`config.mk`:
```
export PLATFORM = sky130hd
export DESIGN_NAME = ckf_fill
export DESIGN_NICKNAME = d
export VERILOG_FILES = /design/src/hdl/ckf_pkg.sv /design/src/hdl/ckf_fill.sv
export SDC_FILE = /design/constraint.sdc
export NUM_CORES = 1
export LEC_CHECK = 0
export ABC_AREA = 1
export BUFFER_PORTS_ARGS = -buffer_cell sky130_fd_sc_hd__buf_4
export CAP_MARGIN = 20
export CELL_PAD_IN_SITES_DETAIL_PLACEMENT = 0
export CELL_PAD_IN_SITES_GLOBAL_PLACEMENT = 1
export CORE_MARGIN = 2
export CORE_UTILIZATION = 42
export DETAILED_ROUTE_END_ITERATION = 8
export PLACE_DENSITY = 0.83
export SETUP_SLACK_MARGIN = 0.1
export SLEW_MARGIN = 20
export SYNTH_ARGS = -nofsm -noshare
export SYNTH_HDL_FRONTEND = slang
export SYNTH_SLANG_ARGS = --single-unit
```
`constraint.sdc`:
```
create_clock -name vclk -period 16.1
set_clock_uncertainty 0.1 [all_clocks]
set_input_delay 3.22 -clock vclk [all_inputs]
set_output_delay 3.22 -clock vclk [all_outputs]
set_load 0.01 [all_outputs]
```
`src/hdl/ckf_pkg.sv`:
```
// shared types and constants for the colour-key neighbour fill block
`timescale 1ns / 1ps

package ckf_pkg;

    localparam int PIXEL_W       = 32;
    localparam int WIDTH_W       = 11;
    localparam int HEIGHT_W      = 16;
    localparam int CFG_IDX_W     = 2;
    localparam int CFG_DATA_W    = 32;
    localparam int MAX_WIDTH_DEF = 1024;

    localparam logic [PIXEL_W-1:0]  KEY_RESET    = 32'hFFFF00FF;
    localparam logic [WIDTH_W-1:0]  WIDTH_RESET  = 11'd1024;
    localparam logic [HEIGHT_W-1:0] HEIGHT_RESET = 16'd1;

    // neighbour slots in the fill window
    localparam int NB_LEFT  = 0;
    localparam int NB_RIGHT = 1;
    localparam int NB_UP    = 2;
    localparam int NB_DOWN  = 3;
    localparam int NB_COUNT = 4;

    typedef enum logic
    {
        OP_PIXEL = 1'b0,
        OP_DRAIN = 1'b1
    } ckf_op_t;

    typedef enum logic [CFG_IDX_W-1:0]
    {
        REG_KEY    = 2'd0,
        REG_WIDTH  = 2'd1,
        REG_HEIGHT = 2'd2
    } ckf_reg_t;

    typedef struct packed
    {
        logic               operation;
        logic [PIXEL_W-1:0] pixel_in;
    } ckf_in_t;

    typedef struct packed
    {
        logic [PIXEL_W-1:0] pixel_out;
        logic               end_of_row;
        logic               end_of_frame;
    } ckf_out_t;

    typedef struct packed
    {
        logic [PIXEL_W-1:0]                center;
        logic [NB_COUNT-1:0][PIXEL_W-1:0]  nb;
        logic [NB_COUNT-1:0]               ok;
    } ckf_nbr_t;

endpackage

```
`src/hdl/ckf_fill.sv`:
```
// keyed pixel replacement by the average of its usable neighbours
`timescale 1ns / 1ps

module ckf_fill (
    input  ckf_pkg::ckf_nbr_t             window,
    input  logic [ckf_pkg::PIXEL_W-1:0]   key_color,
    output logic [ckf_pkg::PIXEL_W-1:0]   pixel
);

    localparam logic [9:0] DIV3_MUL   = 10'd683;
    localparam int         DIV3_SHIFT = 11;

    logic [9:0] r_sum;
    logic [9:0] g_sum;
    logic [9:0] b_sum;
    logic [2:0] cnt;

    // truncated sum / cnt for cnt up to four; thirds via reciprocal multiply
    function automatic logic [7:0] chan_avg(input logic [9:0] sum, input logic [2:0] n);
        logic [19:0] prod;
        logic [7:0]  avg;
        prod = 20'(sum) * 20'(DIV3_MUL);
        case (n)
            3'd1:    avg = sum[7:0];
            3'd2:    avg = sum[8:1];
            3'd3:    avg = prod[DIV3_SHIFT+7:DIV3_SHIFT];
            3'd4:    avg = sum[9:2];
            default: avg = 8'd0;
        endcase
        return avg;
    endfunction

    always_comb
    begin
        r_sum = '0;
        g_sum = '0;
        b_sum = '0;
        cnt   = '0;
        for (int i = 0; i < ckf_pkg::NB_COUNT; i++)
        begin
            if (window.ok[i] && (window.nb[i] != key_color))
            begin
                r_sum = r_sum + 10'(window.nb[i][23:16]);
                g_sum = g_sum + 10'(window.nb[i][15:8]);
                b_sum = b_sum + 10'(window.nb[i][7:0]);
                cnt   = cnt + 3'd1;
            end
        end
        if (window.center != key_color)
        begin
            pixel = window.center;
        end
        else if (cnt == 3'd0)
        begin
            pixel = '0;
        end
        else
        begin
            pixel = {8'd0, chan_avg(r_sum, cnt), chan_avg(g_sum, cnt), chan_avg(b_sum, cnt)};
        end
    end

endmodule

```
* Word level (Yosys, flattened, before mapping)
Cells that the tools add are included.
** Word-level totals
- Output and inout port bits :: 32
- Input port bits :: 196
- Register bits :: 0
- Word-level logic and storage cells :: 50
** Cells by class
- $mul :: 3
- $add $sub $neg :: 12
- Reduce and logical (&&, ||, !) cells :: 5
- Mux-type cells :: 21
- Equal/unequal tests :: 9
** Operators with widths (count)
- 32-bit inequality test :: 5
- 8-bit one-hot mux with 4 select lines :: 3
- 10-bit by 8-bit adder with 10-bit output :: 9
- 10-bit two-way mux :: 9
- 10-bit by 10-bit multiplier with 19-bit output (second input constant) :: 3
- 32-bit two-way mux :: 1
- 24-bit two-way mux :: 1
- 8-bit two-way mux :: 3
- 3-bit by 1-bit adder with 3-bit output (second input constant) :: 3
- 3-bit two-way mux :: 3
- 3-bit by 2-bit equality test with 1-bit output (second input constant) :: 2
- 1-bit logical AND :: 4
- 3-bit by 1-bit equality test with 1-bit output (second input constant) :: 1
- 3-bit equality test (second input constant) :: 1
- 3-bit logical NOT :: 1
- 1-bit two-way mux :: 1

* Depth between registers and ports, before layout
- Word-level depth :: 13
- Mapped depth :: 55
- Depth with buffers taken out :: 53

* Worst setup path before layout
Ideal clock, no wire load.
- Path type :: input port to output port
- Start point :: in key_color[4] (netlist name)
- End point :: out pixel[20] (netlist name)
- Slack :: 1978 ps
- Data arrival time :: 10802 ps
- Data required time :: 12780 ps
- Stages :: 50
- Buffers on the path :: 2
- Path through :: buf_2 inv_1 nand2_1 nand2_1 nand3_1 nor2_1 nand2_1 nor2_1 nand2_1 nand2_2 buf_6 nor2_1 ha_1 inv_1 fa_1 xnor2_1 nand2_1 o21ai_1 [14 not listed] inv_1 ha_1 ha_1 fa_1 fa_1 inv_1 fa_1 inv_1 ha_1 a21oi_1 inv_1 a31oi_1 o21ai_0 a31oi_1 a21oi_1 o21ai_0 nand2_1 o21ai_1
** On the way
- Cells in the longest elaborated chain, start to end :: 13
- Elaborated cells between the ends (all ways) :: 32
- Classes of those cells :: add/sub (6); mul (1); eq/ne (9); mux (11); reduce/logical (5)
** Ends and longest elaborated chain
- start, declared :: line ckf_fill.sv:6 : input logic [ckf_pkg::PIXEL_W-1:0] key_color,
- 32-bit inequality test :: line ckf_fill.sv:41 : if (window.ok[i] && (window.nb[i] != key_color))
- 1-bit logical AND :: line ckf_fill.sv:41
- 8-bit two-way mux / 1-bit two-way mux (equally long branches) :: line ckf_fill.sv:41
- 10-bit by 8-bit adder with 10-bit output / 3-bit by 1-bit adder with 3-bit output (equally long branches) :: line ckf_fill.sv:43, ckf_fill.sv:46
- 10-bit two-way mux / 3-bit two-way mux (equally long branches) :: line ckf_fill.sv:41
- 10-bit by 8-bit adder with 10-bit output / 3-bit by 1-bit adder with 3-bit output (equally long branches) :: line ckf_fill.sv:43, ckf_fill.sv:46
- 10-bit two-way mux / 3-bit two-way mux (equally long branches) :: line ckf_fill.sv:41
- 10-bit by 8-bit adder with 10-bit output / 3-bit by 1-bit adder with 3-bit output (equally long branches) :: line ckf_fill.sv:43, ckf_fill.sv:46
- 10-bit two-way mux / 3-bit two-way mux (equally long branches) :: line ckf_fill.sv:41
- 10-bit by 10-bit multiplier with 19-bit output (tied with other cells) :: line ckf_fill.sv:22 : prod = 20'(sum) * 20'(DIV3_MUL);
- 8-bit one-hot mux with 4 select lines :: line ckf_fill.sv:23 : case (n)
- 24-bit two-way mux :: line ckf_fill.sv:53 : else if (cnt == 3'd0)
- 32-bit two-way mux * :: line ckf_fill.sv:49 : if (window.center != key_color)
- end, declared :: line ckf_fill.sv:7 : output logic [ckf_pkg::PIXEL_W-1:0] pixel
Every way passes the cells marked *; elsewhere a longest branch is shown, timed or not.

* Worst setup path in the final report
- Start point :: in key_color[1] (netlist name)
- End point :: out pixel[1] (netlist name)
** On the way
- Cells in the longest elaborated chain, start to end :: 13
- Elaborated cells between the ends (all ways) :: 32
- Classes of those cells :: add/sub (6); mul (1); eq/ne (9); mux (11); reduce/logical (5)
** Ends and longest elaborated chain (line)
- 32-bit inequality test :: ckf_fill.sv:41
- 1-bit logical AND :: ckf_fill.sv:41
- 8-bit two-way mux / 1-bit two-way mux (equally long branches) :: ckf_fill.sv:41
- 10-bit by 8-bit adder with 10-bit output / 3-bit by 1-bit adder with 3-bit output (equally long branches) :: ckf_fill.sv:45, ckf_fill.sv:46
- 10-bit two-way mux / 3-bit two-way mux (equally long branches) :: ckf_fill.sv:41
- 10-bit by 8-bit adder with 10-bit output / 3-bit by 1-bit adder with 3-bit output (equally long branches) :: ckf_fill.sv:45, ckf_fill.sv:46
- 10-bit two-way mux / 3-bit two-way mux (equally long branches) :: ckf_fill.sv:41
- 10-bit by 8-bit adder with 10-bit output / 3-bit by 1-bit adder with 3-bit output (equally long branches) :: ckf_fill.sv:45, ckf_fill.sv:46
- 10-bit two-way mux / 3-bit two-way mux (equally long branches) :: ckf_fill.sv:41
- 10-bit by 10-bit multiplier with 19-bit output (tied with other cells) :: ckf_fill.sv:22
- 8-bit one-hot mux with 4 select lines :: ckf_fill.sv:23
- 24-bit two-way mux :: ckf_fill.sv:53
- 32-bit two-way mux * :: ckf_fill.sv:49
Marked as above.

==> impl_metrics.yaml <==
grt:
  grt_use_met3_pct: 2.49
  grt-busiest-layer: "met2"
  grt_max_degree: 46
  grt_pass1_wl_mm: 63.4
  use_met2_pct: 40.4
  gr-usage-met1_pct: 37.3
  track_usage_pct: 25.3
  antenna_found_initial: 0
  grt-ovfl-total: 0
  grt_pass1_vias: 12300
timing:
  setup_viol: 0
  finalHoldViolCount: 0
  fin_crit_sh_pct: 95.1
  drv_slew: 0
  worst_slew_pin_slew_ps: 861
  tns_ps: 0
  fmax_ghz: 0.0653
  rsz0062_at_grt: "false"
  period_minus_slack_ps: 15310
  slew_headroom_pct: 42.4
layout:
  n_clock_buffer: 0
  regArea_um2: 0
  area_growth_pct: 15.3
  drive_above_1_share_pct: 14.8
  multi_input_area_mm2: 0.0113
  n_fill_cell: 3047
  seq_cell_count: 0
  fin_nets: 2620
logic_synthesis:
  syn-num-nets: 2436
  yosys.area.top_type: "ha_1"
  syn_inst: 1922
  synth.top_cell.area_share_pct: 24.5
  syn_area_mm2: 0.0127
  synth_warnings: 0
  yosysMostFrequentCell: "nand2_1"
  synth_area_leaders: "ha_1 25%, nand2_1 13%, fa_1 11%"
  ys_types: 51
  syn_area_per_cell_um2: 6.61
  synth_top_cells_by_count: "444 x nand2_1, 261 x inv_1, 249 x ha_1"
  synth.yosys.seq_area_share_pct: 0
worst_hold_path:
  hold_path_class: "input port to primary output"
placed_design:
  gp_congestion: 0.929
  place_hpwl_mm: 36.2
  portBuffers: 228
floorplan:
  start_util_pct: 42.7
  io_pins: 228
  die_w_um: 178
  die_y_um: 178
  dieArea_mm2: 0.0317
  rows: 63
  coreArea_mm2: 0.0297
worst_setup_path:
  worstSetupPathType: "input port to primary output"
  worstPathArrival_ps: 11990
  max_stage_delay_ps: 520
  required_ps: 12780
  worst_path_max_delay_cell: "fa_1"
  path_max_fanout: 6
  end_kind: "primary output"
  cp-start-kind: "input port"
clock_tree:
  postCtsSetupBuffers: 0
drt:
  vias_per_cell: 5.13
  finalWirelength_mm: 40.5
  drt_first_pass_iters: 6
  wl_per_cell_um: 16.2
  first_iter_violations: 844
  vias: 12800
  detail-route-antenna-nets: 0
  route.detailed.drc: 0
flow_run:
  cap_violations: 0
status:
  status: "completed"
critical path, delay by kind of cell:
family	cells	cell delay (ps)
simple gates	18	1650
compound gates	11	1830
xor+xnor	3	550
fa+ha+maj	10	3680
buf+inv	10	1030
cells by family after synthesis:
logic type	after synthesis	synth area share [%]
AO/OA/AOI/OAI	303	13.6
adder cells (fa/ha/maj)	318	35.4
XOR/XNOR	200	14.4
buffers and inverters	333	11.2
AND/OR/NAND/NOR	768	25.4
cell usage in the layout, fill, tap and decap left out, types with 18 or more instances in the layout:
cell      count
nand2_1     443
inv_1       260
ha_1        249
buf_4       241
nor2_1      142
a21oi_1     123
xnor2_1     112
nand3_1     102
xor2_1       81
fa_1         69
o21ai_0      54
o21ai_1      44
o22ai_1      19
o21bai_1     18
per-stage QoR:
step / util [%] / instance area [um2] / setup WS [ps] / instances / hold WS, ps
after floorplan: - / 12700 / 1980 / 1922 / 6430
after global placement: 49.2 / 14600 / 621 / 2494 / 6650
after detailed placement: 49.2 / 14600 / 553 / 2494 / 6640
after CTS: 49.2 / 14600 / 524 / 2494 / 6650
after global routing: 49.3 / 14600 / 108 / 2494 / 6670
final: 49.3 / 14600 / 790 / 2495 / 6640
layout make-up:
type                       instances  share of cell area, %
inverter                         274                   7.04
antenna                            1                 0.0171
timing repair buffer             241                   12.4
tap                              390                   3.33
multi-input combinational       1589                   77.3
worst paths after layout:
path | end | slack (ps) | startpoint | cells after the start
setup / recovery | pixel[1] | 790 | key_color[1] | 52
hold / removal | pixel[14] | 6640 | window[146] | 4
routing by layer:
metal / up-vias / part of all wire [%] / wire length, um
li1: 6596 / - / -
met1: 5801 / 48 / 19600
met2: 381 / 44 / 17700
met3: 31 / 6.6 / 2680
met4: 0 / 1.3 / 531
met5: - / 0 / 0
what timing repair did:
action / CTS / global route
endpoints found under the setup margin: 0 / 11
gates resized for setup: 0 / 11
hold buffers: 0 / 0
Power is left out: the tool's default activity adds up to more than one toggle a clock period on the data nets, which glitch-free logic cannot reach.
