File: src/hdl/ckf_pkg.sv
// shared types and constants for the colour-key neighbour fill block
`timescale 1ns / 1ps

package ckf_pkg;

    localparam int PIXEL_W       = 32;
    localparam int WIDTH_W       = 11;
    localparam int HEIGHT_W      = 16;
    localparam int CFG_IDX_W     = 2;
    localparam int CFG_DATA_W    = 32;
    localparam int MAX_WIDTH_DEF = 1024;

    localparam logic [PIXEL_W-1:0]  KEY_RESET    = 32'hFFFF00FF;
    localparam logic [WIDTH_W-1:0]  WIDTH_RESET  = 11'd1024;
    localparam logic [HEIGHT_W-1:0] HEIGHT_RESET = 16'd1;

    // neighbour slots in the fill window
    localparam int NB_LEFT  = 0;
    localparam int NB_RIGHT = 1;
    localparam int NB_UP    = 2;
    localparam int NB_DOWN  = 3;
    localparam int NB_COUNT = 4;

    typedef enum logic
    {
        OP_PIXEL = 1'b0,
        OP_DRAIN = 1'b1
    } ckf_op_t;

    typedef enum logic [CFG_IDX_W-1:0]
    {
        REG_KEY    = 2'd0,
        REG_WIDTH  = 2'd1,
        REG_HEIGHT = 2'd2
    } ckf_reg_t;

    typedef struct packed
    {
        logic               operation;
        logic [PIXEL_W-1:0] pixel_in;
    } ckf_in_t;

    typedef struct packed
    {
        logic [PIXEL_W-1:0] pixel_out;
        logic               end_of_row;
        logic               end_of_frame;
    } ckf_out_t;

    typedef struct packed
    {
        logic [PIXEL_W-1:0]                center;
        logic [NB_COUNT-1:0][PIXEL_W-1:0]  nb;
        logic [NB_COUNT-1:0]               ok;
    } ckf_nbr_t;

endpackage

File: src/hdl/ckf_out_buf.sv
// two-entry output register with skid stage
`timescale 1ns / 1ps

module ckf_out_buf (
    input  logic               clk,
    input  logic               rst_n,
    input  logic               push,
    input  ckf_pkg::ckf_out_t  push_data,
    output logic               full,
    output logic               valid,
    input  logic               stall,
    output ckf_pkg::ckf_out_t  data
);

    logic              out_valid_reg;
    logic              out_valid_next;
    logic              skid_valid_reg;
    logic              skid_valid_next;
    ckf_pkg::ckf_out_t out_reg;
    ckf_pkg::ckf_out_t out_next;
    ckf_pkg::ckf_out_t skid_reg;
    ckf_pkg::ckf_out_t skid_next;
    logic              take;

    assign take = out_valid_reg && !stall;

    always_comb
    begin
        out_valid_next  = out_valid_reg;
        skid_valid_next = skid_valid_reg;
        out_next        = out_reg;
        skid_next       = skid_reg;
        if (skid_valid_reg)
        begin
            // input is held off while the skid beat waits
            if (take)
            begin
                out_next        = skid_reg;
                skid_valid_next = 1'b0;
            end
        end
        else if (push)
        begin
            if (!out_valid_reg || take)
            begin
                out_next       = push_data;
                out_valid_next = 1'b1;
            end
            else
            begin
                skid_next       = push_data;
                skid_valid_next = 1'b1;
            end
        end
        else if (take)
        begin
            out_valid_next = 1'b0;
        end
    end

    always_ff @(posedge clk or negedge rst_n)
    begin
        if (!rst_n)
        begin
            out_valid_reg  <= 1'b0;
            skid_valid_reg <= 1'b0;
        end
        else
        begin
            out_valid_reg  <= out_valid_next;
            skid_valid_reg <= skid_valid_next;
        end
    end

    always_ff @(posedge clk)
    begin
        out_reg  <= out_next;
        skid_reg <= skid_next;
    end

    assign full  = skid_valid_reg;
    assign valid = out_valid_reg;
    assign data  = out_reg;

endmodule

File: config.mk
export PLATFORM = sky130hd
export DESIGN_NAME = ckf_out_buf
export DESIGN_NICKNAME = d
export VERILOG_FILES = /design/src/hdl/ckf_pkg.sv /design/src/hdl/ckf_out_buf.sv
export SDC_FILE = /design/constraint.sdc
export NUM_CORES = 1
export LEC_CHECK = 0
export BUFFER_PORTS_ARGS = -buffer_cell sky130_fd_sc_hd__buf_4
export CAP_MARGIN = 20
export CORE_MARGIN = 2
export CORE_UTILIZATION = 55
export CTS_BUF_LIST = sky130_fd_sc_hd__clkbuf_8
export CTS_CLUSTER_DIAMETER = 80
export DETAILED_ROUTE_END_ITERATION = 6
export PLACE_DENSITY = 0.86
export SLEW_MARGIN = 20
export SYNTH_ARGS = -nofsm -noshare
export SYNTH_HDL_FRONTEND = slang
export SYNTH_SLANG_ARGS = --single-unit
File: constraint.sdc
create_clock -name clk -period 4.45 [get_ports clk]
set_input_delay 0 -clock clk [delete_from_list [all_inputs] [get_ports clk]]
set_output_delay 0 -clock clk [all_outputs]
set_load 0.02 [all_outputs]
# --- Word-level counts from Yosys, hierarchy flattened ---
# Cells that the tools add are included.
word_totals:
  reg_bits: 70
  inputBits: 38
  output_inout_bits: 36
op_classes:
  eq_ne: 2
  mux: 11
  n_bitwise: 2
  n_reduce_logical: 10
op_table:
  columns: ["cell", "n"]
  rows:
  - ["2-to-1 mux 34 bit", 4]
  - ["AND reduction 3 bit", 3]
  - ["2-to-1 mux 1 bit", 7]
  - ["nonzero test 2 bit", 3]
  - ["inequality test 2 x 1 -> 1 bit (second input constant)", 2]
  - ["zero test 1 bit", 2]
  - ["inverter 1 bit", 2]
  - ["logical AND 1 bit", 1]
  - ["logical OR 1 bit", 1]

# --- Longest topological paths before layout ---
# Gate-level depths: netlist (run 1).
depth:
  depth_word: 6
  mapped_depth: 4

# --- Worst setup path after synthesis (run 1) ---
# OpenSTA, ideal clock, no wires.
synth_path:
  path_type: "register to register"
  start: "register skid_valid_reg, in the netlist full"
  end: "register out_reg, in the netlist data[0] (enable)"
  setup_time_ns: 0.435
  t_arrival_ns: 2.465
  required_ns: 4.015
  path_slack_ns: 1.550
  stages_incl_launch_ff: 4
  n_path_buf: 1
  synth_period_minus_slack_ns: 2.900
  cell_sequence: "dfrtp_1 > buf_6 > nand2b_1 > a21boi_1"
synth_via:
  elab_chain_cells: 2
  elab_cells_between_ends: 4
  classes_between: "eq/ne: 1; reduce/logical: 3"
synth_lines:
  columns: ["element", "line", "source"]
  rows:
  - ["start: declaration", "ckf_out_buf.sv:17", "logic skid_valid_reg;"]
  - ["start signal: assignment", "ckf_out_buf.sv:71", "skid_valid_reg <= skid_valid_next;"]
  - ["inequality test 2 x 1 -> 1 bit (no source line) or nonzero test 2 bit (tied branches)", null, null]
  - ["AND reduction 3 bit (no source line) (*)", null, null]
  - ["end signal: assignment", "ckf_out_buf.sv:77", "out_reg <= out_next;"]
  - ["end: declaration", "ckf_out_buf.sv:19", "ckf_pkg::ckf_out_t out_reg;"]
# Mark *: on every way between the ends. The rest lies on a longest branch, timed or not.
# A chain may end at the register's enable or synchronous reset.

# --- Final worst setup path (run 1) ---
layout_path:
  start: "register skid_valid_reg, in the netlist full"
  end: "register skid_reg[10] in the netlist's numbering (enable)"
layout_via:
  elab_chain_cells: 2
layout_lines:
  columns: ["element", "line", "source"]
  rows:
  - ["inverter 1 bit (no source line)", null, null]
  - ["AND reduction 3 bit (no source line)", null, null]
  - ["end signal: assignment", "ckf_out_buf.sv:78", "skid_reg <= skid_next;"]
  - ["end: declaration", "ckf_out_buf.sv:21", "ckf_pkg::ckf_out_t skid_reg;"]
# Every way passes these cells.

==> flow_results.xml, run 1 <==
<?xml version="1.0" encoding="UTF-8"?>
<metrics>
  <group name="route">
    <metric name="drc_violations" unit="">0</metric>
    <metric name="route.detailed.wl_per_inst" unit="um">17.18</metric>
    <metric name="drt_iter0_drc" unit="">115</metric>
    <metric name="route.detailed.vias_per_inst" unit="">5.108</metric>
    <metric name="route.vias.total" unit="">1512</metric>
    <metric name="wl" unit="um">5085</metric>
    <metric name="drt.antenna.violating_nets" unit="">0</metric>
    <metric name="drt_pass1_iterations" unit="">4</metric>
  </group>
  <group name="die">
    <metric name="rows" unit="">25</metric>
    <metric name="chipHeight" unit="um">73.09</metric>
    <metric name="num_io_pins" unit="">74</metric>
    <metric name="core" unit="mm^2">0.004661</metric>
    <metric name="floorplan.die_area" unit="mm^2">0.005341</metric>
    <metric name="initial_utilization" unit="">0.5632</metric>
    <metric name="floorplan.die.width" unit="um">73.09</metric>
  </group>
  <group name="logic_synthesis">
    <metric name="synth-seq-cells" unit="">70</metric>
    <metric name="synthesized_cell_area" unit="mm^2">0.002625</metric>
    <metric name="synth_seq_area_share" unit="">0.7969</metric>
    <metric name="post_synth.cell_area_avg" unit="um^2">22.25</metric>
    <metric name="synth.lib_cells_used.distinct" unit="">13</metric>
    <metric name="yosysWarningCount" unit="">0</metric>
    <metric name="synth_cells" unit="">118</metric>
    <metric name="syn_nets" unit="">156</metric>
  </group>
  <group name="global_routing">
    <metric name="overall_global_routing_resource_usage" unit="">0.1999</metric>
    <metric name="overflow" unit="">0</metric>
    <metric name="pin_count_of_the_biggest_net_entering_global_routing" unit="">40</metric>
    <metric name="grt_pass1_vias" unit="">1590</metric>
    <metric name="number_of_antenna_violations_at_the_first_check_in_global_routing" unit="">0</metric>
    <metric name="grt_pass1_wl" unit="um">7755</metric>
  </group>
  <group name="worst_setup_path">
    <metric name="crit_path_max_incr_delay" unit="ps">760</metric>
    <metric name="worst-endpoint-arrival" unit="ps">2270</metric>
    <metric name="critical_path.endpoint_type" unit="">register</metric>
    <metric name="rr_worst_depth" unit="">2</metric>
    <metric name="nature_of_the_critical_path_startpoint" unit="">register</metric>
    <metric name="worstPathCellList" unit="">nand2b_1, nor2_4</metric>
    <metric name="critical-path-slowest-cell" unit="">sky130_fd_sc_hd__nor2_4</metric>
    <metric name="critPathRequiredTime" unit="ps">4400</metric>
    <metric name="timing_worst_setup_path_type" unit="">register to register</metric>
    <metric name="worst-path-max-fanout" unit="">39</metric>
  </group>
  <group name="cts">
    <metric name="tritoncts_clock_tree" unit="">done</metric>
    <metric name="clkTransAtPathRegs" unit="ps">70</metric>
    <metric name="cts_root_buffer" unit="">sky130_fd_sc_hd__clkbuf_8</metric>
    <metric name="clock_tree.buffer_depth" unit="">2</metric>
    <metric name="cts.sinks" unit="">70</metric>
    <metric name="cts_repair_resize_count" unit="">0</metric>
    <metric name="cts_max_level" unit="">3</metric>
    <metric name="post_cts.repair.setup_buffers" unit="">0</metric>
    <metric name="tritoncts.num_buffers" unit="">9</metric>
    <metric name="worstSkewPairLatency" unit="ps">330</metric>
  </group>
  <group name="sta">
    <metric name="timing.setup.tns" unit="ps">0</metric>
    <metric name="final_period_minus_worst_setup_slack" unit="ps">2322</metric>
    <metric name="finalClockSkew" unit="ps">3.076</metric>
    <metric name="fin_crit_sh" unit="">0.5218</metric>
    <metric name="hold_violations" unit="">0</metric>
    <metric name="slew_headroom" unit="">0.3380</metric>
    <metric name="timing.final.setup_violations" unit="">0</metric>
    <metric name="unrepaired_setup_endpoints_after_global_routing" unit="">false</metric>
    <metric name="timing_worst_slew_pin_value" unit="ps">993.0</metric>
    <metric name="hold_ws" unit="ps">395.2</metric>
    <metric name="timing_max_transition_violations_final" unit="">0</metric>
    <metric name="achievable-frequency" unit="MHz">430.6</metric>
    <metric name="fin_ws" unit="ps">2128</metric>
  </group>
  <group name="power_and_ir_drop">
    <metric name="p_per_area" unit="mW/mm^2">616.2</metric>
    <metric name="ir_worst_vdd" unit="uV">459.1</metric>
    <metric name="cellLeakagePower" unit="nW">1.513</metric>
  </group>
  <group name="place">
    <metric name="dpl.hpwl" unit="um">3066</metric>
    <metric name="place.port_buffers" unit="">73</metric>
    <metric name="gp_routability_congestion" unit="">0.7227</metric>
    <metric name="pre_cts_ws" unit="ps">1865</metric>
  </group>
  <group name="final_layout">
    <metric name="finish.net_count" unit="">275</metric>
    <metric name="area_growth_syn_to_layout" unit="%">46.38</metric>
    <metric name="drive_gt1_frac" unit="">0.5207</metric>
    <metric name="antennaDiodeCount" unit="">0</metric>
  </group>
  <group name="hold_path">
    <metric name="hold_depth" unit="">2</metric>
    <metric name="min_path_type" unit="">input pin to register</metric>
  </group>
  <group name="status">
    <metric name="status" unit="">completed</metric>
  </group>
  <group name="flow_run">
    <metric name="cap_viol_max_count" unit="">0</metric>
  </group>
</metrics>
layer usage:
metal  vias up  wire (um)  GRT usage
li1        700          -          -
met3        15        268    0.05525
met1       737       2089     0.2557
met5         -          0          0
met2        60       2572     0.3063
met4         0        155     0.1173
critical path: cells and delay by family, from the launching register on:
kind | cells | cell delay [ps]
and+or+nand+nor | 2 | 1180
DFF | 1 | 750
power by group:
group / internal [mW] / switching [mW] / total [mW]
Clock: 0.311 / 0.224 / 0.536
Sequential: 0.960 / 0.126 / 1.09
Combinational: 0.389 / 0.357 / 0.746
cells in the mapped netlist, drive strengths merged:
cell type,instances,area [um^2]
a21boi,1,7.510
dfrtp,2,50.05
a21oi,2,10.01
o21ai,1,5.000
mux2,34,446.7
buf,4,38.78
edfxtp,68,2042
nor2,1,3.750
nand2,3,11.26
inv,1,3.750
nand2b,1,6.260
cell type report:
cell class | count | area [um^2]
Multi-Input combinational cell | 43 | 509.2
Timing Repair Buffer | 112 | 955.9
Clock buffer | 9 | 123.9
Tap cell | 54 | 67.56
Fill cell | 222 | 818.3
Sequential cell | 70 | 2093
Clock inverter | 7 | 88.84
Inverter | 1 | 3.754
layout by cell type, fill, tap and decap left out, drive strengths merged, types with 2 or more instances in the layout:
cell / n
clkinv: 3
buf: 74
clkinvlp: 2
dlygate4sd3: 38
nand2: 3
edfxtp: 68
dfrtp: 2
bufinv: 2
mux2: 34
clkbuf: 9
a21oi: 2
worst paths after layout:
path | startpoint | slack (ps) | endpoint
setup / recovery | full | 2130 | skid_reg[10]
hold / removal | push_data[27] | 400 | skid_reg[27]
setup reg to reg | full | 2130 | skid_reg[10]
hold reg to reg | skid_reg[33] | 550 | data[33]
max in group asynchronous | rst_n | 3730 | full
min in group asynchronous | rst_n | 580 | valid
timing repair:
item / CTS / global route
endpoints found under the hold margin: 71 / 0
endpoints found under the setup margin: 0 / 0
hold buffers: 38 / 0
through the flow:
stage,std cells,area (um^2),total power [mW],utilization
floorplan,118,2625,1.520,-
global route,296,3842,2.469,0.8244
CTS,295,3815,2.352,0.8185
global placement,241,3222,1.759,0.6913
detailed placement,241,3222,1.789,0.6913
finish,296,3842,2.368,0.8244
cell families after synthesis:
logic type,after synthesis,synth area share
flip-flops,70,0.7970
multiplexers,34,0.1702
AND/OR/NAND/NOR,5,0.008103
buffers and inverters,5,0.01620
AO/OA/AOI/OAI,4,0.008579
Power figures use the tool's default switching activity.
==> run 2: changes to the inputs <==
Settings changed: ABC_AREA set to 1, CORE_UTILIZATION 55 to 53, PLACE_DENSITY 0.86 to 0.83.
Clock period 4.45 ns to 2.2 ns, I/O delays scaled along.
==> flow_results.xml, run 2 <==
<?xml version="1.0" encoding="UTF-8"?>
<metrics>
  <group name="route">
    <metric name="drc_violations" unit="">0</metric>
    <metric name="wl" unit="um">5517</metric>
    <metric name="drt.antenna.violating_nets" unit="">0</metric>
    <metric name="route.vias.total" unit="">1833</metric>
    <metric name="route.detailed.vias_per_inst" unit="">4.700</metric>
    <metric name="drt_pass1_iterations" unit="">4</metric>
    <metric name="drt_iter0_drc" unit="">76</metric>
    <metric name="route.detailed.wl_per_inst" unit="um">14.15</metric>
  </group>
  <group name="logic_synthesis">
    <metric name="post_synth.cell_area_avg" unit="um^2">13.09</metric>
    <metric name="synthesized_cell_area" unit="mm^2">0.002591</metric>
    <metric name="syn_nets" unit="">236</metric>
    <metric name="synth_cells" unit="">198</metric>
    <metric name="yosysMostFrequentCell" unit="">sky130_fd_sc_hd__nand2_1</metric>
    <metric name="synth-edff-count" unit="">68</metric>
    <metric name="top_cell_types_by_occurrence_after_synthesis" unit="">sky130_fd_sc_hd__nand2_1, sky130_fd_sc_hd__edfxtp_1, sky130_fd_sc_hd__buf_2, sky130_fd_sc_hd__inv_1, sky130_fd_sc_hd__nor2_1</metric>
    <metric name="dominantRegCellSynth" unit="">sky130_fd_sc_hd__edfxtp_1</metric>
    <metric name="synth_area_leaders" unit="">sky130_fd_sc_hd__edfxtp_1, sky130_fd_sc_hd__nand2_1, sky130_fd_sc_hd__dfrtp_1</metric>
    <metric name="postSynth.asyncResetShare" unit="">0.02857</metric>
    <metric name="yosysWarningCount" unit="">0</metric>
    <metric name="yosys.area.top_type_share" unit="">0.7880</metric>
    <metric name="synth.lib_cells_used.distinct" unit="">10</metric>
    <metric name="synth_seq_area_share" unit="">0.8073</metric>
    <metric name="cell_taking_the_most_area_after_synthesis" unit="">sky130_fd_sc_hd__edfxtp_1</metric>
    <metric name="synth-seq-cells" unit="">70</metric>
  </group>
  <group name="die">
    <metric name="initial_utilization" unit="">0.5486</metric>
    <metric name="num_io_pins" unit="">74</metric>
    <metric name="chipHeight" unit="um">73.92</metric>
    <metric name="rows" unit="">25</metric>
    <metric name="floorplan.die.width" unit="um">73.92</metric>
    <metric name="floorplan.die_area" unit="mm^2">0.005464</metric>
    <metric name="core" unit="mm^2">0.004723</metric>
  </group>
  <group name="sta">
    <metric name="hold_ws" unit="ps">383.9</metric>
    <metric name="unrepaired_setup_endpoints_after_global_routing" unit="">false</metric>
    <metric name="timing_max_transition_violations_final" unit="">0</metric>
    <metric name="fin_crit_sh" unit="">0.8737</metric>
    <metric name="timing_worst_slew_pin_value" unit="ps">575.2</metric>
    <metric name="achievable-frequency" unit="MHz">520.3</metric>
    <metric name="finalClockSkew" unit="ps">8.754</metric>
    <metric name="timing.final.setup_violations" unit="">0</metric>
    <metric name="final_period_minus_worst_setup_slack" unit="ps">1922</metric>
    <metric name="timing.setup.tns" unit="ps">0</metric>
    <metric name="slew_headroom" unit="">0.6160</metric>
    <metric name="hold_violations" unit="">0</metric>
  </group>
  <group name="final_layout">
    <metric name="instances_no_fill" unit="">390</metric>
    <metric name="nFillCells" unit="">256</metric>
    <metric name="post-route-cell-area" unit="mm^2">0.003881</metric>
    <metric name="area_growth_syn_to_layout" unit="%">49.78</metric>
    <metric name="share_of_the_core_filled_with_cells_in_the_final_layout" unit="">0.8217</metric>
    <metric name="drive_gt1_frac" unit="">0.2910</metric>
    <metric name="mostFrequentLayoutCell" unit="">sky130_fd_sc_hd__nand2_1</metric>
    <metric name="antennaDiodeCount" unit="">0</metric>
    <metric name="finish.net_count" unit="">356</metric>
    <metric name="most-common-layout-cells" unit="">sky130_fd_sc_hd__nand2_1, sky130_fd_sc_hd__buf_4, sky130_fd_sc_hd__edfxtp_1</metric>
    <metric name="multi_input_comb_area" unit="um^2">440.4</metric>
    <metric name="layout.area.seq" unit="mm^2">0.002092</metric>
  </group>
  <group name="global_routing">
    <metric name="pin_count_of_the_biggest_net_entering_global_routing" unit="">36</metric>
    <metric name="grt_pass1_wl" unit="um">8721</metric>
    <metric name="overall_global_routing_resource_usage" unit="">0.2257</metric>
    <metric name="overflow" unit="">0</metric>
    <metric name="grt_pass1_vias" unit="">1893</metric>
    <metric name="number_of_antenna_violations_at_the_first_check_in_global_routing" unit="">0</metric>
  </group>
  <group name="worst_setup_path">
    <metric name="worst-path-max-fanout" unit="">35</metric>
    <metric name="worst-endpoint-arrival" unit="ps">2200</metric>
    <metric name="nature_of_the_critical_path_startpoint" unit="">register</metric>
    <metric name="rr_worst_depth" unit="">5</metric>
    <metric name="crit-reg2reg-capture" unit="">valid</metric>
    <metric name="critPathRequiredTime" unit="ps">2480</metric>
    <metric name="r2r_slack" unit="ps">280</metric>
    <metric name="r2r_start" unit="">full</metric>
    <metric name="timing_worst_setup_path_type" unit="">register to register</metric>
    <metric name="critical_path.endpoint_type" unit="">register</metric>
    <metric name="worst_setup_path_startpoint" unit="">full</metric>
  </group>
  <group name="cts">
    <metric name="tritoncts.num_buffers" unit="">9</metric>
    <metric name="cts.sinks" unit="">70</metric>
    <metric name="clkTransAtPathRegs" unit="ps">80</metric>
    <metric name="cts_max_level" unit="">3</metric>
    <metric name="tritoncts_clock_tree" unit="">done</metric>
    <metric name="cts_root_buffer" unit="">sky130_fd_sc_hd__clkbuf_8</metric>
    <metric name="post_cts.repair.setup_buffers" unit="">0</metric>
    <metric name="cts_repair_resize_count" unit="">0</metric>
    <metric name="worstSkewPairLatency" unit="ps">340</metric>
    <metric name="clock_tree.buffer_depth" unit="">2</metric>
  </group>
  <group name="power_and_ir_drop">
    <metric name="ir_worst_vdd" unit="uV">746.6</metric>
    <metric name="p_per_area" unit="mW/mm^2">1287</metric>
    <metric name="cellLeakagePower" unit="nW">1.705</metric>
  </group>
  <group name="place">
    <metric name="place.port_buffers" unit="">73</metric>
    <metric name="gp_routability_congestion" unit="">0.6788</metric>
    <metric name="placedCellCount" unit="">335</metric>
    <metric name="dpl.hpwl" unit="um">3085</metric>
    <metric name="place_area" unit="mm^2">0.003229</metric>
  </group>
  <group name="hold_path">
    <metric name="min_from" unit="">push_data[17]</metric>
    <metric name="min_path_type" unit="">input pin to register</metric>
    <metric name="hold_depth" unit="">2</metric>
    <metric name="hold-path-endpoint" unit="">skid_reg[17]</metric>
  </group>
  <group name="status">
    <metric name="status" unit="">completed</metric>
  </group>
  <group name="flow_run">
    <metric name="cap_viol_max_count" unit="">0</metric>
  </group>
</metrics>
run 2: cell types whose count changed after synthesis, moves of 2 or more:
| cell | previous run | this run |
|---|---|---|
| sky130_fd_sc_hd__a21oi_1 | 2 | 0 |
| sky130_fd_sc_hd__nor2_1 | 1 | 3 |
| sky130_fd_sc_hd__mux2_4 | 17 | 0 |
| sky130_fd_sc_hd__mux2_2 | 17 | 0 |
| sky130_fd_sc_hd__buf_6 | 3 | 1 |
| sky130_fd_sc_hd__buf_2 | 1 | 5 |
| sky130_fd_sc_hd__inv_1 | 1 | 5 |
| sky130_fd_sc_hd__nand2_1 | 3 | 111 |
run 2: area by class of cell:
cell class,instances,area share
Clock inverter,7,0.03546
Timing Repair Buffer,116,0.2527
Inverter,6,0.005803
Tap cell,67,0.02160
Multi-Input combinational cell,115,0.1135
Sequential cell,70,0.5390
Clock buffer,9,0.03191
run 2: how the worst max path moves through the flow:
| stage | to | cells past startpoint |
|---|---|---|
| floorplan | data[0] | 4 |
| global route | valid | 5 |
| finish | valid | 5 |
| CTS | valid | 5 |
| detailed placement | data[15] | 4 |
| global placement | data[23] | 4 |
run 2: repair_timing:
action | in CTS | in global routing
hold buffers | 39 | 0
endpoints found under the hold margin | 72 | 0
setup endpoints to repair | 0 | 0
run 2: through the flow:
stage               setup WS, ps  power [mW]
floorplan                  124.3       2.975
global placement           608.0       3.553
detailed placement         523.4       3.600
CTS                        297.2       5.002
global route               140.0       5.226
finish                     277.9       4.997
run 2: worst max-delay path, stage by stage, from the launching register on:
cell                            delay (ps)
sky130_fd_sc_hd__dfrtp_1               440
sky130_fd_sc_hd__buf_4                 220
sky130_fd_sc_hd__inv_2                 440
sky130_fd_sc_hd__nand2_1               110
sky130_fd_sc_hd__nand3_1                90
sky130_fd_sc_hd__dlygate4sd3_1         550
run 2: kinds of logic after synthesis:
family                 synth area share
buffers and inverters           0.02559
DFF                              0.8073
and+or+nand+nor                  0.1671
run 2: layer usage:
layer | track usage | part of all wire | up-vias
met5 | 0 | 0 | -
met4 | 0.08485 | 0.018 | 0
met3 | 0.06996 | 0.056 | 10
met2 | 0.3998 | 0.54 | 81
met1 | 0.2562 | 0.38 | 846
li1 | - | - | 896
run 2: where the power goes:
part / internal, mW / switching (mW)
logic: 0.590 / 0.968
registers: 1.97 / 0.126
clock network: 0.864 / 0.478
total: 3.42 / 1.57
==> run 3: changes to the inputs <==
Settings changed: CTS_CLUSTER_DIAMETER 80 to 120, RECOVER_POWER set to 50.
==> flow_results.xml, run 3 (same netlist as run 2, synthesis figures left out) <==
<?xml version="1.0" encoding="UTF-8"?>
<metrics>
  <group name="cts">
    <metric name="cts_max_level" unit="">3</metric>
    <metric name="clkTransAtPathRegs" unit="ps">80</metric>
    <metric name="cts.sinks" unit="">70</metric>
    <metric name="clock_tree.buffer_depth" unit="">2</metric>
    <metric name="cts_repair_resize_count" unit="">0</metric>
    <metric name="cts_root_buffer" unit="">sky130_fd_sc_hd__clkbuf_8</metric>
    <metric name="worstSkewPairLatency" unit="ps">330</metric>
    <metric name="tritoncts_clock_tree" unit="">done</metric>
    <metric name="tritoncts.num_buffers" unit="">9</metric>
  </group>
  <group name="worst_setup_path">
    <metric name="worst_setup_path_endpoint" unit="">valid</metric>
    <metric name="worst-path-max-fanout" unit="">35</metric>
    <metric name="crit-reg2reg-capture" unit="">valid</metric>
    <metric name="critical_path.endpoint_type" unit="">register</metric>
    <metric name="worst_setup_path_startpoint" unit="">full</metric>
    <metric name="r2r_start" unit="">full</metric>
    <metric name="timing_worst_setup_path_type" unit="">register to register</metric>
    <metric name="r2r_slack" unit="ps">260</metric>
    <metric name="rr_worst_depth" unit="">5</metric>
    <metric name="nature_of_the_critical_path_startpoint" unit="">register</metric>
    <metric name="critPathRequiredTime" unit="ps">2470</metric>
    <metric name="worst-endpoint-arrival" unit="ps">2210</metric>
  </group>
  <group name="die">
    <metric name="chipHeight" unit="um">73.92</metric>
    <metric name="rows" unit="">25</metric>
    <metric name="floorplan.die_area" unit="mm^2">0.005464</metric>
    <metric name="floorplan.die.width" unit="um">73.92</metric>
    <metric name="num_io_pins" unit="">74</metric>
    <metric name="initial_utilization" unit="">0.5486</metric>
    <metric name="core" unit="mm^2">0.004723</metric>
  </group>
  <group name="sta">
    <metric name="fin_crit_sh" unit="">0.8831</metric>
    <metric name="hold_ws" unit="ps">410.7</metric>
    <metric name="final_period_minus_worst_setup_slack" unit="ps">1943</metric>
    <metric name="unrepaired_setup_endpoints_after_global_routing" unit="">false</metric>
    <metric name="slew_headroom" unit="">0.6203</metric>
    <metric name="achievable-frequency" unit="MHz">514.7</metric>
    <metric name="timing_worst_slew_pin_value" unit="ps">568.8</metric>
    <metric name="timing_max_transition_violations_final" unit="">0</metric>
    <metric name="hold_violations" unit="">0</metric>
    <metric name="fin_ws" unit="ps">257.2</metric>
    <metric name="timing.setup.tns" unit="ps">0</metric>
    <metric name="timing.final.setup_violations" unit="">0</metric>
    <metric name="finalClockSkew" unit="ps">7.483</metric>
  </group>
  <group name="power_and_ir_drop">
    <metric name="power.total" unit="mW">4.747</metric>
    <metric name="cellLeakagePower" unit="nW">1.535</metric>
    <metric name="ir_worst_vdd" unit="uV">729.3</metric>
    <metric name="p_per_area" unit="mW/mm^2">1281</metric>
  </group>
  <group name="global_routing">
    <metric name="pin_count_of_the_biggest_net_entering_global_routing" unit="">36</metric>
    <metric name="grt_pass1_vias" unit="">1893</metric>
    <metric name="overflow" unit="">0</metric>
    <metric name="overall_global_routing_resource_usage" unit="">0.2257</metric>
    <metric name="number_of_antenna_violations_at_the_first_check_in_global_routing" unit="">0</metric>
    <metric name="grt_pass1_wl" unit="um">8721</metric>
  </group>
  <group name="place">
    <metric name="pre_cts_ws" unit="ps">523.4</metric>
    <metric name="place.port_buffers" unit="">73</metric>
    <metric name="dpl.hpwl" unit="um">3085</metric>
    <metric name="place_area" unit="mm^2">0.003229</metric>
    <metric name="gp_routability_congestion" unit="">0.6788</metric>
  </group>
  <group name="final_layout">
    <metric name="nFillCells" unit="">326</metric>
    <metric name="drive_gt1_frac" unit="">0.1486</metric>
    <metric name="antennaDiodeCount" unit="">0</metric>
    <metric name="area_growth_syn_to_layout" unit="%">42.97</metric>
    <metric name="most-common-layout-cells" unit="">sky130_fd_sc_hd__nand2_1, sky130_fd_sc_hd__edfxtp_1, sky130_fd_sc_hd__clkbuf_1</metric>
    <metric name="mostFrequentLayoutCell" unit="">sky130_fd_sc_hd__nand2_1</metric>
    <metric name="post-route-cell-area" unit="mm^2">0.003705</metric>
    <metric name="finish.net_count" unit="">356</metric>
  </group>
  <group name="route">
    <metric name="wl" unit="um">5515</metric>
    <metric name="route.detailed.vias_per_inst" unit="">4.754</metric>
    <metric name="drt_pass1_iterations" unit="">4</metric>
    <metric name="route.vias.total" unit="">1854</metric>
    <metric name="drc_violations" unit="">0</metric>
    <metric name="drt_iter0_drc" unit="">97</metric>
    <metric name="drt.antenna.violating_nets" unit="">0</metric>
    <metric name="route.detailed.wl_per_inst" unit="um">14.14</metric>
  </group>
  <group name="hold_path">
    <metric name="min_path_type" unit="">input pin to register</metric>
  </group>
  <group name="status">
    <metric name="status" unit="">completed</metric>
  </group>
  <group name="flow_run">
    <metric name="cap_viol_max_count" unit="">0</metric>
  </group>
</metrics>
-- run 3: worst max-delay path: stages (launching register included) --
cell and delay, ps:
sky130_fd_sc_hd__dfrtp_1 440, sky130_fd_sc_hd__buf_4 220, sky130_fd_sc_hd__inv_2 440, sky130_fd_sc_hd__nand2_1 120, sky130_fd_sc_hd__nand3_1 100, sky130_fd_sc_hd__dlygate4sd3_1 550
-- run 3: worst min path at each step --
stage	start	end	slack, ps	cells after the start
global placement	rst_n	valid	-210	1
detailed placement	rst_n	valid	-210	1
global route	push_data[26]	skid_reg[26]	400	2
CTS	push_data[19]	skid_reg[19]	370	2
finish	push_data[14]	skid_reg[14]	410	2
floorplan	rst_n	full	-300	0
-- run 3: cell type report --
type | count | area [um^2] | share of cell area
sequential | 70 | 2092 | 0.5647
inverter | 6 | 22.52 | 0.006079
multi-input combinational | 115 | 432.9 | 0.1169
clock buffer | 9 | 123.9 | 0.03343
timing repair buffer | 116 | 812.0 | 0.2192
tap | 67 | 83.83 | 0.02263
clock inverter | 7 | 137.6 | 0.03715
-- run 3: repair_timing --
action | in CTS | in global routing
endpoints found under the hold margin | 72 | 0
hold buffers | 39 | 0
setup buffers | 0 | 0
-- run 3: through the flow --
stage | util | cells
after global routing | 0.7844 | 390
after CTS | 0.8217 | 390
after detailed placement | 0.6837 | 335
final | 0.7844 | 390
after floorplan | - | 198
after global placement | 0.6837 | 335
-- run 3: metal layers --
layer,vias to the layer above,track usage,wire [um]
li1,903,-,-
met3,6,0.06996,254
met2,77,0.3998,3021
met1,868,0.2562,2175
met4,0,0.08485,64
met5,-,0,0
-- run 3: where the power goes --
| part | internal [mW] | total [mW] | leakage (nW) | switching (mW) |
|---|---|---|---|---|
| Combinational | 0.356 | 1.32 | 0.735 | 0.965 |
| Sequential | 1.97 | 2.09 | 0.665 | 0.121 |
| Clock | 0.864 | 1.33 | 0.135 | 0.470 |
| Total | 3.19 | 4.75 | 1.53 | 1.56 |
